`src/rtl/core/jep_pkg.sv`:
```
package jep_pkg;

  localparam int SEAT_W        = 7;
  localparam int SKIP_W        = 8;
  localparam int MAX_SEATS_DEF = 64;

  typedef struct packed {
    logic [SEAT_W-1:0] seat_count;
    logic [SKIP_W-1:0] skip;
  } in_word_t;

  typedef struct packed {
    logic [SEAT_W-1:0] seat;
    logic              last;
  } out_word_t;

  // sequencer step codes
  localparam int STEP_W = 3;
  localparam logic [STEP_W-1:0] S_IDLE    = 3'd0;
  localparam logic [STEP_W-1:0] S_BUILD   = 3'd1;
  localparam logic [STEP_W-1:0] S_INIT    = 3'd2;
  localparam logic [STEP_W-1:0] S_READ    = 3'd3;
  localparam logic [STEP_W-1:0] S_ADVANCE = 3'd4;
  localparam logic [STEP_W-1:0] S_REMOVE  = 3'd5;
  localparam logic [STEP_W-1:0] S_FINAL   = 3'd6;

  // datapath operations
  localparam int OP_W = 3;
  localparam logic [OP_W-1:0] OP_NONE    = 3'd0;
  localparam logic [OP_W-1:0] OP_START   = 3'd1;
  localparam logic [OP_W-1:0] OP_BUILD   = 3'd2;
  localparam logic [OP_W-1:0] OP_INIT    = 3'd3;
  localparam logic [OP_W-1:0] OP_READ    = 3'd4;
  localparam logic [OP_W-1:0] OP_ADVANCE = 3'd5;
  localparam logic [OP_W-1:0] OP_REMOVE  = 3'd6;
  localparam logic [OP_W-1:0] OP_FINAL   = 3'd7;

  // jump conditions
  localparam int COND_W = 3;
  localparam logic [COND_W-1:0] C_ALWAYS     = 3'd0;
  localparam logic [COND_W-1:0] C_IDLE_STAY  = 3'd1;
  localparam logic [COND_W-1:0] C_BUILD_MORE = 3'd2;
  localparam logic [COND_W-1:0] C_SINGLE     = 3'd3;
  localparam logic [COND_W-1:0] C_WALK_DONE  = 3'd4;
  localparam logic [COND_W-1:0] C_MORE       = 3'd5;

  typedef struct packed {
    logic [OP_W-1:0]   op;
    logic [COND_W-1:0] cond;
    logic [STEP_W-1:0] target;
  } ucode_t;

  // control store: jump to target when cond holds, else fall through
  function automatic ucode_t ucode_rom(input logic [STEP_W-1:0] step);
    ucode_t w;
    unique case (step)
      S_IDLE:    w = '{op: OP_START,   cond: C_IDLE_STAY,  target: S_IDLE};
      S_BUILD:   w = '{op: OP_BUILD,   cond: C_BUILD_MORE, target: S_BUILD};
      S_INIT:    w = '{op: OP_INIT,    cond: C_SINGLE,     target: S_FINAL};
      S_READ:    w = '{op: OP_READ,    cond: C_WALK_DONE,  target: S_REMOVE};
      S_ADVANCE: w = '{op: OP_ADVANCE, cond: C_ALWAYS,     target: S_READ};
      S_REMOVE:  w = '{op: OP_REMOVE,  cond: C_MORE,       target: S_READ};
      S_FINAL:   w = '{op: OP_FINAL,   cond: C_ALWAYS,     target: S_IDLE};
      default:   w = '{op: OP_NONE,    cond: C_ALWAYS,     target: S_IDLE};
    endcase
    return w;
  endfunction

endpackage

```
`src/rtl/core/josephus_elimination_order.sv`:
```
// Josephus elimination order. A request (seat_count n, skip k) is taken only while the
// sequencer is idle; it builds the successor ring, one table write a cycle, then walks the
// ring through the successor memory (one write port, one registered read port), each hop a
// read step then an advance step, and emits each removed seat, the survivor last with last
// set. An output stall holds the sequencer in its remove and final steps.
// seat_count 0 gives no result, seat_count above MAX_SEATS is cut to MAX_SEATS, skip 0 acts as 1.
module josephus_elimination_order #(
  parameter int MAX_SEATS = jep_pkg::MAX_SEATS_DEF
) (
  input  logic               clk,
  input  logic               rst_n,
  input  logic               in_valid,
  output logic               in_stall,
  input  jep_pkg::in_word_t  in_word,
  output logic               out_valid,
  input  logic               out_stall,
  output jep_pkg::out_word_t out_word
);

  localparam int IDX_W = (MAX_SEATS > 1) ? $clog2(MAX_SEATS) : 1;
  localparam int CNT_W = $clog2(MAX_SEATS + 1);
  localparam int SW    = jep_pkg::SEAT_W;
  localparam int KW    = jep_pkg::SKIP_W;

  logic [jep_pkg::STEP_W-1:0] upc_r, upc_nxt;
  jep_pkg::ucode_t            uw;

  logic [CNT_W-1:0] n_r, n_nxt;
  logic [KW-1:0]    k_r, k_nxt;
  logic [KW-1:0]    j_r, j_nxt;
  logic [CNT_W-1:0] rem_r, rem_nxt;
  logic [IDX_W-1:0] i_r, i_nxt;
  logic [IDX_W-1:0] cur_r, cur_nxt;
  logic [IDX_W-1:0] prev_r, prev_nxt;

  logic [IDX_W-1:0] succ_mem [MAX_SEATS];
  logic [IDX_W-1:0] rdata_r;
  logic             we;
  logic [IDX_W-1:0] waddr, wdata;
  logic             re;

  logic               out_valid_r, out_valid_nxt;
  jep_pkg::out_word_t out_word_r, out_word_nxt;

  logic [CNT_W-1:0] n_in;
  logic [KW-1:0]    k_in;
  logic             accept, emit_ok, hold, cond_true, last_build;

  assign uw = jep_pkg::ucode_rom(upc_r);

  // clamp the request
  always_comb begin
    if (in_word.seat_count > SW'(MAX_SEATS)) begin
      n_in = CNT_W'(MAX_SEATS);
    end else begin
      n_in = CNT_W'(in_word.seat_count);
    end
    k_in = (in_word.skip == '0) ? KW'(1) : in_word.skip;
  end

  assign accept     = in_valid && (upc_r == jep_pkg::S_IDLE);
  assign in_stall   = (upc_r != jep_pkg::S_IDLE);
  assign emit_ok    = !out_valid_r || !out_stall;
  assign hold       = ((uw.op == jep_pkg::OP_REMOVE) || (uw.op == jep_pkg::OP_FINAL)) && !emit_ok;
  assign last_build = ((CNT_W'(i_r) + CNT_W'(1)) == n_r);

  always_comb begin
    unique case (uw.cond)
      jep_pkg::C_ALWAYS:     cond_true = 1'b1;
      jep_pkg::C_IDLE_STAY:  cond_true = !accept || (n_in == '0);
      jep_pkg::C_BUILD_MORE: cond_true = !last_build;
      jep_pkg::C_SINGLE:     cond_true = (n_r == CNT_W'(1));
      jep_pkg::C_WALK_DONE:  cond_true = (j_r >= k_r);
      jep_pkg::C_MORE:       cond_true = (rem_r > CNT_W'(2));
      default:               cond_true = 1'b1;
    endcase
  end

  always_comb begin
    n_nxt         = n_r;
    k_nxt         = k_r;
    j_nxt         = j_r;
    rem_nxt       = rem_r;
    i_nxt         = i_r;
    cur_nxt       = cur_r;
    prev_nxt      = prev_r;
    we            = 1'b0;
    waddr         = prev_r;
    wdata         = rdata_r;
    re            = 1'b0;
    out_valid_nxt = out_valid_r && out_stall;
    out_word_nxt  = out_word_r;

    if (hold) begin
      upc_nxt = upc_r;
    end else begin
      upc_nxt = cond_true ? uw.target : upc_r + jep_pkg::STEP_W'(1);
      unique case (uw.op)
        jep_pkg::OP_START: begin
          n_nxt = n_in;
          k_nxt = k_in;
          i_nxt = '0;
        end
        jep_pkg::OP_BUILD: begin
          we    = 1'b1;
          waddr = i_r;
          wdata = last_build ? '0 : i_r + IDX_W'(1);
          i_nxt = i_r + IDX_W'(1);
        end
        jep_pkg::OP_INIT: begin
          cur_nxt  = '0;
          prev_nxt = IDX_W'(n_r - CNT_W'(1));
          rem_nxt  = n_r;
          j_nxt    = KW'(1);
        end
        jep_pkg::OP_READ: begin
          re = 1'b1;
        end
        jep_pkg::OP_ADVANCE: begin
          prev_nxt = cur_r;
          cur_nxt  = rdata_r;
          j_nxt    = j_r + KW'(1);
        end
        jep_pkg::OP_REMOVE: begin
          // unlink cur: prev now points past it
          we            = 1'b1;
          waddr         = prev_r;
          wdata         = rdata_r;
          cur_nxt       = rdata_r;
          rem_nxt       = rem_r - CNT_W'(1);
          j_nxt         = KW'(1);
          out_valid_nxt = 1'b1;
          out_word_nxt  = '{seat: SW'(cur_r) + SW'(1), last: 1'b0};
        end
        jep_pkg::OP_FINAL: begin
          out_valid_nxt = 1'b1;
          out_word_nxt  = '{seat: SW'(cur_r) + SW'(1), last: 1'b1};
        end
        default: begin
        end
      endcase
    end
  end

  always_ff @(posedge clk) begin
    if (we) begin
      succ_mem[waddr] <= wdata;
    end
    if (re) begin
      rdata_r <= succ_mem[cur_r];
    end
  end

  always_ff @(posedge clk) begin
    if (!rst_n) begin
      upc_r       <= jep_pkg::S_IDLE;
      out_valid_r <= 1'b0;
      n_r         <= '0;
      k_r         <= '0;
      j_r         <= '0;
      rem_r       <= '0;
      i_r         <= '0;
      cur_r       <= '0;
      prev_r      <= '0;
    end else begin
      upc_r       <= upc_nxt;
      out_valid_r <= out_valid_nxt;
      n_r         <= n_nxt;
      k_r         <= k_nxt;
      j_r         <= j_nxt;
      rem_r       <= rem_nxt;
      i_r         <= i_nxt;
      cur_r       <= cur_nxt;
      prev_r      <= prev_nxt;
    end
  end

  always_ff @(posedge clk) begin
    out_word_r <= out_word_nxt;
  end

  assign out_valid = out_valid_r;
  assign out_word  = out_word_r;

  a_step_range: assert property (@(posedge clk) disable iff (!rst_n)
    upc_r <= jep_pkg::S_FINAL)
    else $error("sequencer step out of range");

  a_rem_range: assert property (@(posedge clk) disable iff (!rst_n)
    (upc_r == jep_pkg::S_READ || upc_r == jep_pkg::S_ADVANCE ||
     upc_r == jep_pkg::S_REMOVE) |-> (rem_r > CNT_W'(1) && rem_r <= n_r))
    else $error("remaining seat count out of range during walk");

  a_walk_bound: assert property (@(posedge clk) disable iff (!rst_n)
    (upc_r == jep_pkg::S_READ || upc_r == jep_pkg::S_ADVANCE) |->
    (j_r >= KW'(1) && j_r <= k_r))
    else $error("walk counter passed skip");

  a_final_idle: assert property (@(posedge clk) disable iff (!rst_n)
    (upc_r == jep_pkg::S_FINAL && emit_ok) |=> (upc_r == jep_pkg::S_IDLE && out_valid_r &&
    out_word_r.last))
    else $error("survivor not emitted on leaving final step");

  a_no_accept_busy: assert property (@(posedge clk) disable iff (!rst_n)
    (upc_r != jep_pkg::S_IDLE) |=> $stable(n_r) && $stable(k_r))
    else $error("request registers changed mid run");

endmodule
```
`config.mk`:
```
export PLATFORM = sky130hd
export DESIGN_NAME = josephus_elimination_order
export DESIGN_NICKNAME = d
export VERILOG_FILES = /design/src/rtl/core/jep_pkg.sv /design/src/rtl/core/josephus_elimination_order.sv
export SDC_FILE = /design/constraint.sdc
export NUM_CORES = 1
export LEC_CHECK = 0
export BUFFER_PORTS_ARGS = -buffer_cell sky130_fd_sc_hd__buf_2
export CAP_MARGIN = 20
export CELL_PAD_IN_SITES_DETAIL_PLACEMENT = 1
export CELL_PAD_IN_SITES_GLOBAL_PLACEMENT = 2
export CORE_UTILIZATION = 40
export DETAILED_ROUTE_END_ITERATION = 8
export GPL_ROUTABILITY_DRIVEN = 0
export PLACE_DENSITY_LB_ADDON = 0.1
export SKIP_LAST_GASP = 1
export SLEW_MARGIN = 10
export SYNTH_ARGS = -nofsm -noshare
export SYNTH_HDL_FRONTEND = slang
export SYNTH_SLANG_ARGS = --single-unit
```
`constraint.sdc`:
```
create_clock -name clk -period 6.5 [get_ports clk]
set_clock_uncertainty 0.15 [all_clocks]
set_input_delay 0.975 -clock clk [delete_from_list [all_inputs] [get_ports clk]]
set_output_delay 0.975 -clock clk [all_outputs]
set_load 0.1 [all_outputs]
```
==> Word-level counts from Yosys, hierarchy flattened <==
Memory sizes are Yosys's and may differ from the RTL's. A register that Yosys moved wholly into a read port is not among the register bits.
Index checks and enable logic that the tools add are counted.
{ "totals": {"ff_bits": 60, "latchBits": 0, "ramBits": 384, "mem_bits_ro": 0, "inputBits": 19, "out_inout_bits": 10, "wordCells": 99, "n_memories": 1} }
{ "op_classes": {"addsub": 7, "n_mul": 0, "n_div": 0, "n_lt_le_gt_ge": 3, "eq_ne": 20, "shifts": 0, "muxes": 24, "bitwise_logic": 1, "reduce_logical": 32} }
{ "mem_list": {"columns": ["name", "words", "word_bits", "read_ports", "rd_clocked_by_memory_dff", "write_ports", "line", "text"], "rows": [
  ["succ_mem", 64, 6, 1, 1, 1, "josephus_elimination_order.sv:36", "logic [IDX_W-1:0] succ_mem [MAX_SEATS];"]
]} }
{ "ops": {"columns": ["op", "n"], "rows": [
  ["case mux 9 bit (7 select lines)", 1],
  ["case mux 6 bit (2 select lines)", 3],
  ["case mux 8 bit (2 select lines)", 2],
  ["2-to-1 mux 6 bit", 5],
  ["== test 3 bit (second input constant)", 9],
  ["== test 3 x 2 -> 1 bit (second input constant)", 6],
  ["adder 6 x 1 -> 7 bit (second input constant)", 2],
  ["case mux 7 bit (2 select lines)", 1],
  ["AND reduction 2 bit", 7],
  ["nonzero test 2 bit", 6],
  ["== test 3 x 1 -> 1 bit (second input constant)", 3],
  ["adder 8 x 1 -> 8 bit (second input constant)", 1],
  [">= comparator 8 bit", 1],
  ["zero test 8 bit", 1],
  ["2-to-1 mux 1 bit", 8],
  ["2-to-1 mux 8 bit", 1],
  ["OR reduction 2 bit", 4],
  ["== test 7 x 1 -> 1 bit (second input constant)", 1],
  ["== test 7 bit", 1],
  ["> comparator 7 x 2 -> 1 bit (second input constant)", 1],
  ["> comparator 7 bit (second input constant)", 1],
  ["zero test 7 bit", 1],
  ["2-to-1 mux 7 bit", 1],
  ["subtractor 7 x 1 -> 7 bit (second input constant)", 1],
  ["11 further kinds", 19]
]} }

==> Longest topological paths before layout <==
Gate-level depths: netlist of the first run.
{ "logic_depth": {"depth_word": 8, "ltp_mapped": 12, "depth_no_buf": 10} }

==> Worst setup path after synthesis of the first run <==
Ideal clock, no wire load.
{ "synth_path": {"path_kind": "register to register", "start": "register upc_r[1] in the netlist's numbering", "end": "memory succ_mem[0][3] in the netlist's numbering, data pin", "setup_ps": 702, "arrival_ps": 4770, "required_time_ps": 5648, "path_slack_ps": 879, "path_stages_with_launch": 11, "n_path_buf": 3, "period_less_slack_ps": 5621, "cell_sequence": "dfxtp_1 inv_1 ha_1 clkbuf_1 o31ai_1 nor2b_1 clkbuf_1 nand2_1 clkbuf_1 or2_2 o21ai_0"} }
{ "synth_between": {"elab_chain_cells": 6, "elab_cells_between_ends": 15, "cone_classes": "eq/ne: 9; mux: 3; reduce/logical: 3"} }
{ "synth_rtl": {"columns": ["item", "line", "text"], "rows": [
  ["start, declared", "josephus_elimination_order.sv:25", "logic [jep_pkg::STEP_W-1:0] upc_r, upc_nxt;"],
  ["start signal, assigned", "josephus_elimination_order.sv:156", "upc_r <= jep_pkg::S_IDLE;"],
  ["start signal, assigned", "josephus_elimination_order.sv:166", "upc_r <= upc_nxt;"],
  ["== test 3 bit, or another cell as far along", "jep_pkg.sv:56", "unique case (step)"],
  ["case mux 9 bit (7 select lines) (*)", "jep_pkg.sv:56", null],
  ["== test 3 bit", "josephus_elimination_order.sv:64", "assign hold = ((uw.op == jep_pkg::OP_REMOVE) || (uw.op == jep_pkg::OP_FINAL)) && !emit_ok;"],
  ["logical OR 1 bit", "josephus_elimination_order.sv:64", null],
  ["logical AND 1 bit", "josephus_elimination_order.sv:64", null],
  ["2-to-1 mux 6 bit (*)", "josephus_elimination_order.sv:94", "if (hold) begin"],
  ["net wdata[3]", "josephus_elimination_order.sv:39", "logic [IDX_W-1:0] waddr, wdata;"],
  ["end, declared", "josephus_elimination_order.sv:36", null]
]} }
The timed path passes the listed nets; every way through them passes the cells marked *.

==> Worst setup path in the final report of the first run <==
{ "layout_path": {"start": "register upc_r[1] in the netlist's numbering", "end": "memory succ_mem[48][3] in the netlist's numbering, data pin"} }
Same word-level chain as after synthesis.

==> out/qor.yml, run 1 <==
slew_headroom_pct: 26.0
path_class: "register to register"
crit_chain: "inv_1 > ha_1 > o31ai_1 > nor2b_1 > nand2_1 > buf_4 > or2_2 > o21ai_4 > buf_4 > buf_4"
yosysWarnings: 0
p_total_mw: 8.31
grt_max_degree: 65
hold_buffers: 0
antenna_found_initial: 2
nets: 1182
track_usage_pct: 20.6
placementRows: 78
diodes: 0
pwr-share-seq_pct: 43.9
status: "finished clean"
routed_wl_um: 46800
setup_violations: 0
drv_cap: 0
cts_buffers: 49
drcViolationCount: 0
grt_pass1_vias: 10568
die_w_um: 218
synth-seq-cells: 450
critical-path-top-delay-family: "simple AND/OR/NAND/NOR gates"
cp.required_ns: 6.76
syn_area_per_cell_sq_um: 16.9
grt_pass1_wl_um: 70800
area_growth_pct: 13.6
worstSetupEndpointType: "register"
dieArea_sq_um: 47400
synth-edff-count: 398
via_per_inst: 5.55
netlist_instances: 1104
vias: 9887
postCtsSetupBuffers: 0
hold_depth: 2
post_cts_resized: 0
finalHoldViolations: 0
netSwitchingFraction_pct: 30.0
slowest_delay_ns: 0.81
setup_tns_ns: 0
cts.clk_slew.worst_paths_ns: 0.06
p_sw_mw: 2.50
drive_above_1_share_pct: 21.8
cts_tree: "done"
ys_seq_area_share_pct: 69.7
start_kind: "register"
clockPowerShare_pct: 34.7
worstPathArrival_ns: 5.08
initial_core_util_pct: 40.8
r2r_cells: 10
grt_overflow_total: 0
cp_common_cell: "buf_4"
syn_nets: 1145
hp-class: "register to register"
clock-sinks: 450
port_buffers: 28
slew_violations: 0
htreeDepth: 2
internal_power_mw: 5.81
fin_crit_sh_pct: 74.1
initialDrtViolationCount: 790
grt_setup_unrepaired: "no"
final_cells: 1781
drtAntennaViolNets: 0
critPathMaxFanout: 33
clk_path_buf_depth: 3
synthArstFlopShare_pct: 0
cellLeakagePower_nw: 6.58
worst_skew_pair.late_latency_ns: 0.59
core_sq_um: 45700
hpwl_um: 30000
cts-root-buf: "clkbuf_16"
placed_cells: 1690
synth_top_flop_cell: "edfxtp_1"
dr.pass1.iters: 5
hold_ws_ns: 0.311
die_h_um: 218
worst-path-stages: 10
powerDensity_nw_per_um2: 392
worstMarginPinSlew_ns: 1.11
pin_count: 29
fin_crit_ns: 4.82
synthDistinctLibCells: 56
max_freq_ghz: 0.208
syn_area_sq_um: 18600
irDropWorstVdd_v: 0.000242
cp_slowest_cell: "o21ai_4"
wl_per_cell_um: 26.3
path_buf_inv: 4
pwr-share-comb_pct: 21.4
## worst reg2reg max path: cells and delay by family (launching register included)
kind,cells,cell delay (ns)
compound gates,2,1.14
fa+ha+maj,1,0.31
buf+inv,4,1.14
flops,1,0.47
simple gates,3,1.45
## power by group through the flow
stage	combinational [mW]	clock [mW]	sequential (mW)
finish	1.78	2.89	3.64
global route	1.95	3.04	3.67
CTS	1.82	2.95	3.65
detailed placement	1.81	0	3.71
global placement	1.78	0	3.70
floorplan	1.19	0	3.66
## cells by family (layout without fill, tap and decap cells)
kind of cell,Yosys count,after routing,synth area share [%]
DFF,450,450,69.7
and+or+nand+nor,281,281,6.80
muxes,130,130,15.5
AOI/OAI and AO/OA,116,116,3.60
buffers and inverters,82,159,1.80
xor gates and xnor gates,23,23,1.12
adders and majority gates,22,22,1.48
## cell usage in the layout (no fill, tap or decap), types with 24 or more instances in the layout
cell type,count
edfxtp_1,398
mux4_2,126
nor2_1,110
nand2_1,83
a21oi_1,52
clkbuf_16,50
dfxtp_1,49
buf_2,28
nand3_1,24
## per-layer routing
| layer | share of wire (%) | global-route usage, % | up-vias |
|---|---|---|---|
| met2 | 48 | 33.2 | 213 |
| met1 | 45 | 28.4 | 5191 |
| met4 | 2.2 | 5.97 | 4 |
| met5 | 0.051 | 0 | - |
| li1 | - | - | 4420 |
| met3 | 4.6 | 3.77 | 59 |
## cell type report
class                   count  area, sq um
clock buffers              60         1290
clock inverters            31          378
fillers                  4340        24500
inverters                  23         86.3
multi-input cells         572         5370
flip-flops and latches    450        13000
well taps                 600          751
repair buffers             45          293
## per-stage QoR
step | cell area (sq um) | util (%) | setup WS [ns]
2_1_floorplan | 18600 | - | 0.879
3_3_place_gp | 19500 | 42.7 | 1.90
3_5_place_dp | 19500 | 42.7 | 1.75
4_1_cts | 21200 | 46.3 | 1.70
5_1_grt | 21200 | 46.3 | 1.34
6_report | 21200 | 46.3 | 1.68
## synth_stat cells, drive strengths merged, types with 2 or more instances
cell type / number / area share (%)
nand3b: 4 / 0.16
o31ai: 2 / 0.081
nand3: 25 / 0.70
buf: 16 / 0.44
nor2b: 3 / 0.10
xnor2: 12 / 0.56
o21a: 2 / 0.081
o211ai: 7 / 0.28
and2: 2 / 0.067
or3: 6 / 0.20
a211oi: 5 / 0.20
or2: 3 / 0.10
clkbuf: 43 / 0.89
nor3b: 7 / 0.28
mux2i: 3 / 0.16
and3: 5 / 0.17
inv: 23 / 0.46
dfxtp: 52 / 5.6
nand4: 6 / 0.20
mux4: 126 / 15
xor2: 11 / 0.56
nor2: 110 / 2.2
o21ai: 30 / 0.81
nor4: 4 / 0.13
edfxtp: 398 / 64
a21o: 4 / 0.16
nand2: 83 / 1.7
a21oi: 52 / 1.4
nor3: 9 / 0.24
ha: 22 / 1.5
a31oi: 4 / 0.13
nand2b: 9 / 0.30
## final timing paths
path | startpoint | end | slack (ns)
worst max-delay path | upc_r[1] | succ_mem[48][3] | 1.68
worst min register to register | k_r[3] | k_r[3] | 0.31
worst min-delay path | k_r[3] | k_r[3] | 0.31
worst max register to register | upc_r[1] | succ_mem[48][3] | 1.68
## registers in the layout, indices dropped and copies added, names as in the netlist, named ones only
register / flops
out_word: 8
i_r: 6
k_r: 8
out_valid: 1
rem_r: 7
n_r: 7
rdata_r: 6
succ_mem: 384
cur_r: 6
upc_r: 2
prev_r: 6
j_r: 8
No activity file was read; power rests on OpenSTA's default activity.
==> run 2, diff against run 1 <==
--- a/config.mk
+++ b/config.mk
@@ -5,6 +5,7 @@
 export SDC_FILE = /design/constraint.sdc
 export NUM_CORES = 1
 export LEC_CHECK = 0
+export ABC_AREA = 1
 export BUFFER_PORTS_ARGS = -buffer_cell sky130_fd_sc_hd__buf_2
 export CAP_MARGIN = 20
 export CELL_PAD_IN_SITES_DETAIL_PLACEMENT = 1
==> constraint.sdc (replaced) <==
create_clock -name clk -period 4.88 [get_ports clk]
set_clock_uncertainty 0.15 [all_clocks]
set_input_delay 0.732 -clock clk [delete_from_list [all_inputs] [get_ports clk]]
set_output_delay 0.732 -clock clk [all_outputs]
set_load 0.1 [all_outputs]
==> run 2 against run 1 <==
Final cell count up 31%. Synthesized area rose by 2.2%. Sequential power grew 30%. Via count rose by 33%. Synthesized cell count grew 52%. Clock power increased by 28%. The flow now finishes with violations (DRC). Critical path type unchanged. Critical endpoint is now succ_mem[21][4]. Count of clock-buffer cells in the layout is 2 lower.
==> out/qor.yml, run 2 <==
fin_crit_sh_pct: 81.1  # +7.0 points
crit_chain: "ha_1 > ha_1 > inv_1 > nand2_1 > nor2_4 > inv_2 > nor2_4 > inv_2 > o21ai_4 > nand4_2 > nor2_1"
pin_count: 29  # unchanged
vias: 13130  # +33%
largest_register: "succ_mem"
status: "finished with violations"
max_freq_ghz: 0.253  # +22%
area_growth_pct: 12.7
powerDensity_nw_per_um2: 510  # +30%
drtAntennaViolNets: 0  # unchanged
layout_common_cells: "edfxtp_1, nor2_1, o21ai_0"
dr.pass1.iters: 9  # +4
core_sq_um: 46800  # +2.4%
placed_cells: 2241  # +33%
fin_area_sq_um: 21500  # +1.3%
fin_crit_ns: 3.96  # -0.857 ns
cts-root-buf: "clkbuf_16"
yosysTopAreaCell: "edfxtp_1"
htreeDepth: 2  # unchanged
slowest_delay_ns: 0.69  # -0.12 ns
grt_overflow_total: 0  # unchanged
largest_reg_flops: 384  # unchanged
worst_skew_pair.late_latency_ns: 0.62  # +0.03 ns
worstSetupEndpointType: "register"
cp.required_ns: 4.96  # -1.80 ns
worstPathArrival_ns: 4.04  # -1.04 ns
initial_core_util_pct: 40.7  # -0.067 points
syn_area_sq_um: 19000  # +2.2%
via_per_inst: 5.63  # +1.4%
grt_pass1_vias: 13489  # +28%
drive_above_1_share_pct: 10.3  # -11 points
synthArstFlopShare_pct: 0  # unchanged
setup_violations: 0  # unchanged
die_h_um: 220  # +1.1%
slew_headroom_pct: 33.0  # +7.0 points
dieArea_sq_um: 48500  # +2.2%
synth-edff-count: 398  # unchanged
nets: 1727  # +46%
critPathMaxFanout: 13  # -61%
drv_cap: 0  # unchanged
drcViolationCount: 18  # +18
antenna_found_initial: 1  # -1
start_kind: "register"
cellLeakagePower_nw: 7.34  # +11%
finalHoldViolations: 0  # unchanged
yosysWarnings: 0  # unchanged
cts.clk_slew.worst_paths_ns: 0.06  # about the same
cts_buffers: 49  # unchanged
placementRows: 79  # +1.3%
synth_top_area_share_pct: 62.8  # -1.4 points
post_cts_resized: 0  # unchanged
clock-sinks: 450  # unchanged
setup_tns_ns: 0  # unchanged
reg2reg_slack_ns: 0.92  # -0.76 ns
die_w_um: 220  # +1.1%
slew_violations: 0  # unchanged
cp_slowest_cell: "nor2_1"
hold_buffers: 0  # unchanged
hpwl_um: 35300  # +18%
setup_ws_ns: 0.920  # -0.763 ns
synth_top_flop_cell: "edfxtp_1"
post-route-util_pct: 45.9  # -0.47 points
grt_max_degree: 101  # +55%
final_cells: 2333  # +31%
ys_seq_area_share_pct: 68.2  # -1.5 points
p_total_mw: 10.9  # +32%
netlist_instances: 1673  # +52%
violations: "DRC"
initialDrtViolationCount: 1137  # +44%
irDropWorstVdd_v: 0.000283  # +17%
track_usage_pct: 24.0  # +3.5 points
synth-seq-cells: 450  # unchanged
cts_tree: "done"
placed_area_sq_um: 19800  # +1.7%
pre_cts_ws_ns: 0.906  # -0.843 ns
grt_pass1_wl_um: 85100  # +20%
syn_nets: 1714  # +50%
yosysMostFrequentCell: "edfxtp_1"
port_buffers: 28  # unchanged
worstMarginPinSlew_ns: 1.00  # -0.102 ns
wl_per_cell_um: 24.5  # -6.6%
synth_area_leaders: "edfxtp_1, o21ai_0, nor2_1, dfxtp_1, nand2_1"
synthTopCellsByCount: "edfxtp_1, nor2_1, o21ai_0, nand2_1, nand3_1"
path_class: "register to register"
final_common_cell: "edfxtp_1"
postCtsSetupBuffers: 0  # unchanged
hold_ws_ns: 0.272  # -0.0388 ns
syn_area_per_cell_sq_um: 11.4  # -33%
grt_setup_unrepaired: "no"
hp-class: "primary input to register"
synthDistinctLibCells: 40  # -29%
routed_wl_um: 57200  # +22%
clk_path_buf_depth: 3  # unchanged
==> run 2: cell count changes in the layout (fill, tap and decap cells not counted), sizes merged, moves of 9 or more <==
cell    delta
xnor2     -10
nor2     +199
o221ai    +39
o22ai     +57
inv       +59
o21ai    +210
a21oi     +17
nand2     +68
mux4     -126
a211oi     +9
nand3     +64
nand2b     -9
==> run 2: where the power goes <==
| part | switching, mW | internal, mW | total, mW |
|---|---|---|---|
| Combinational | 1.90 | 0.626 | 2.53 |
| Sequential | 0.144 | 4.58 | 4.72 |
| Clock | 1.57 | 2.12 | 3.69 |
| Total | 3.62 | 7.32 | 10.9 |
==> run 2: layer usage <==
| metal | wire, um | vias to the layer above | track usage, % | part of all wire [%] |
|---|---|---|---|---|
| li1 | - | 6109 | - | - |
| met1 | 26000 | 6639 | 32.5 | 45 |
| met5 | 0 | - | 0 | 0 |
| met4 | 1660 | 0 | 7.75 | 2.9 |
| met3 | 2500 | 93 | 4.01 | 4.4 |
| met2 | 27000 | 289 | 39.4 | 47 |
==> run 2: logic make-up after synthesis <==
logic type	share of synthesized area, %
xor gates and xnor gates	0.552
AOI/OAI and AO/OA	13.3
and+or+nand+nor	12.8
muxes	0.0591
buffers and inverters	3.52
adders and majority gates	1.45
DFF	68.2
==> run 2: final cells by class <==
cell class / instances / area (sq um)
clock buffer: 58 / 1260
fill: 4934 / 25300
clock inverter: 32 / 328
antenna: 1 / 2.50
multi-input combinational: 1050 / 5440
timing repair buffer: 49 / 335
sequential: 450 / 13000
tap: 607 / 759
inverter: 86 / 325
==> run 2: worst paths after layout <==
check,start,end,cells after the start
max,register,succ_mem[21][4],11
min,in_word[8],n_r[0],3
max reg2reg,register,succ_mem[21][4],11
min reg2reg,k_r[6],k_r[6],2
==> run 2: critical path, delay by kind of cell, from the launching register on <==
family	cells	cell delay [ns]
flip-flops	1	0.37
adder cells (fa/ha/maj)	2	0.46
AND/OR/NAND/NOR	5	1.94
buffers and inverters	3	0.39
AO/OA/AOI/OAI	1	0.28
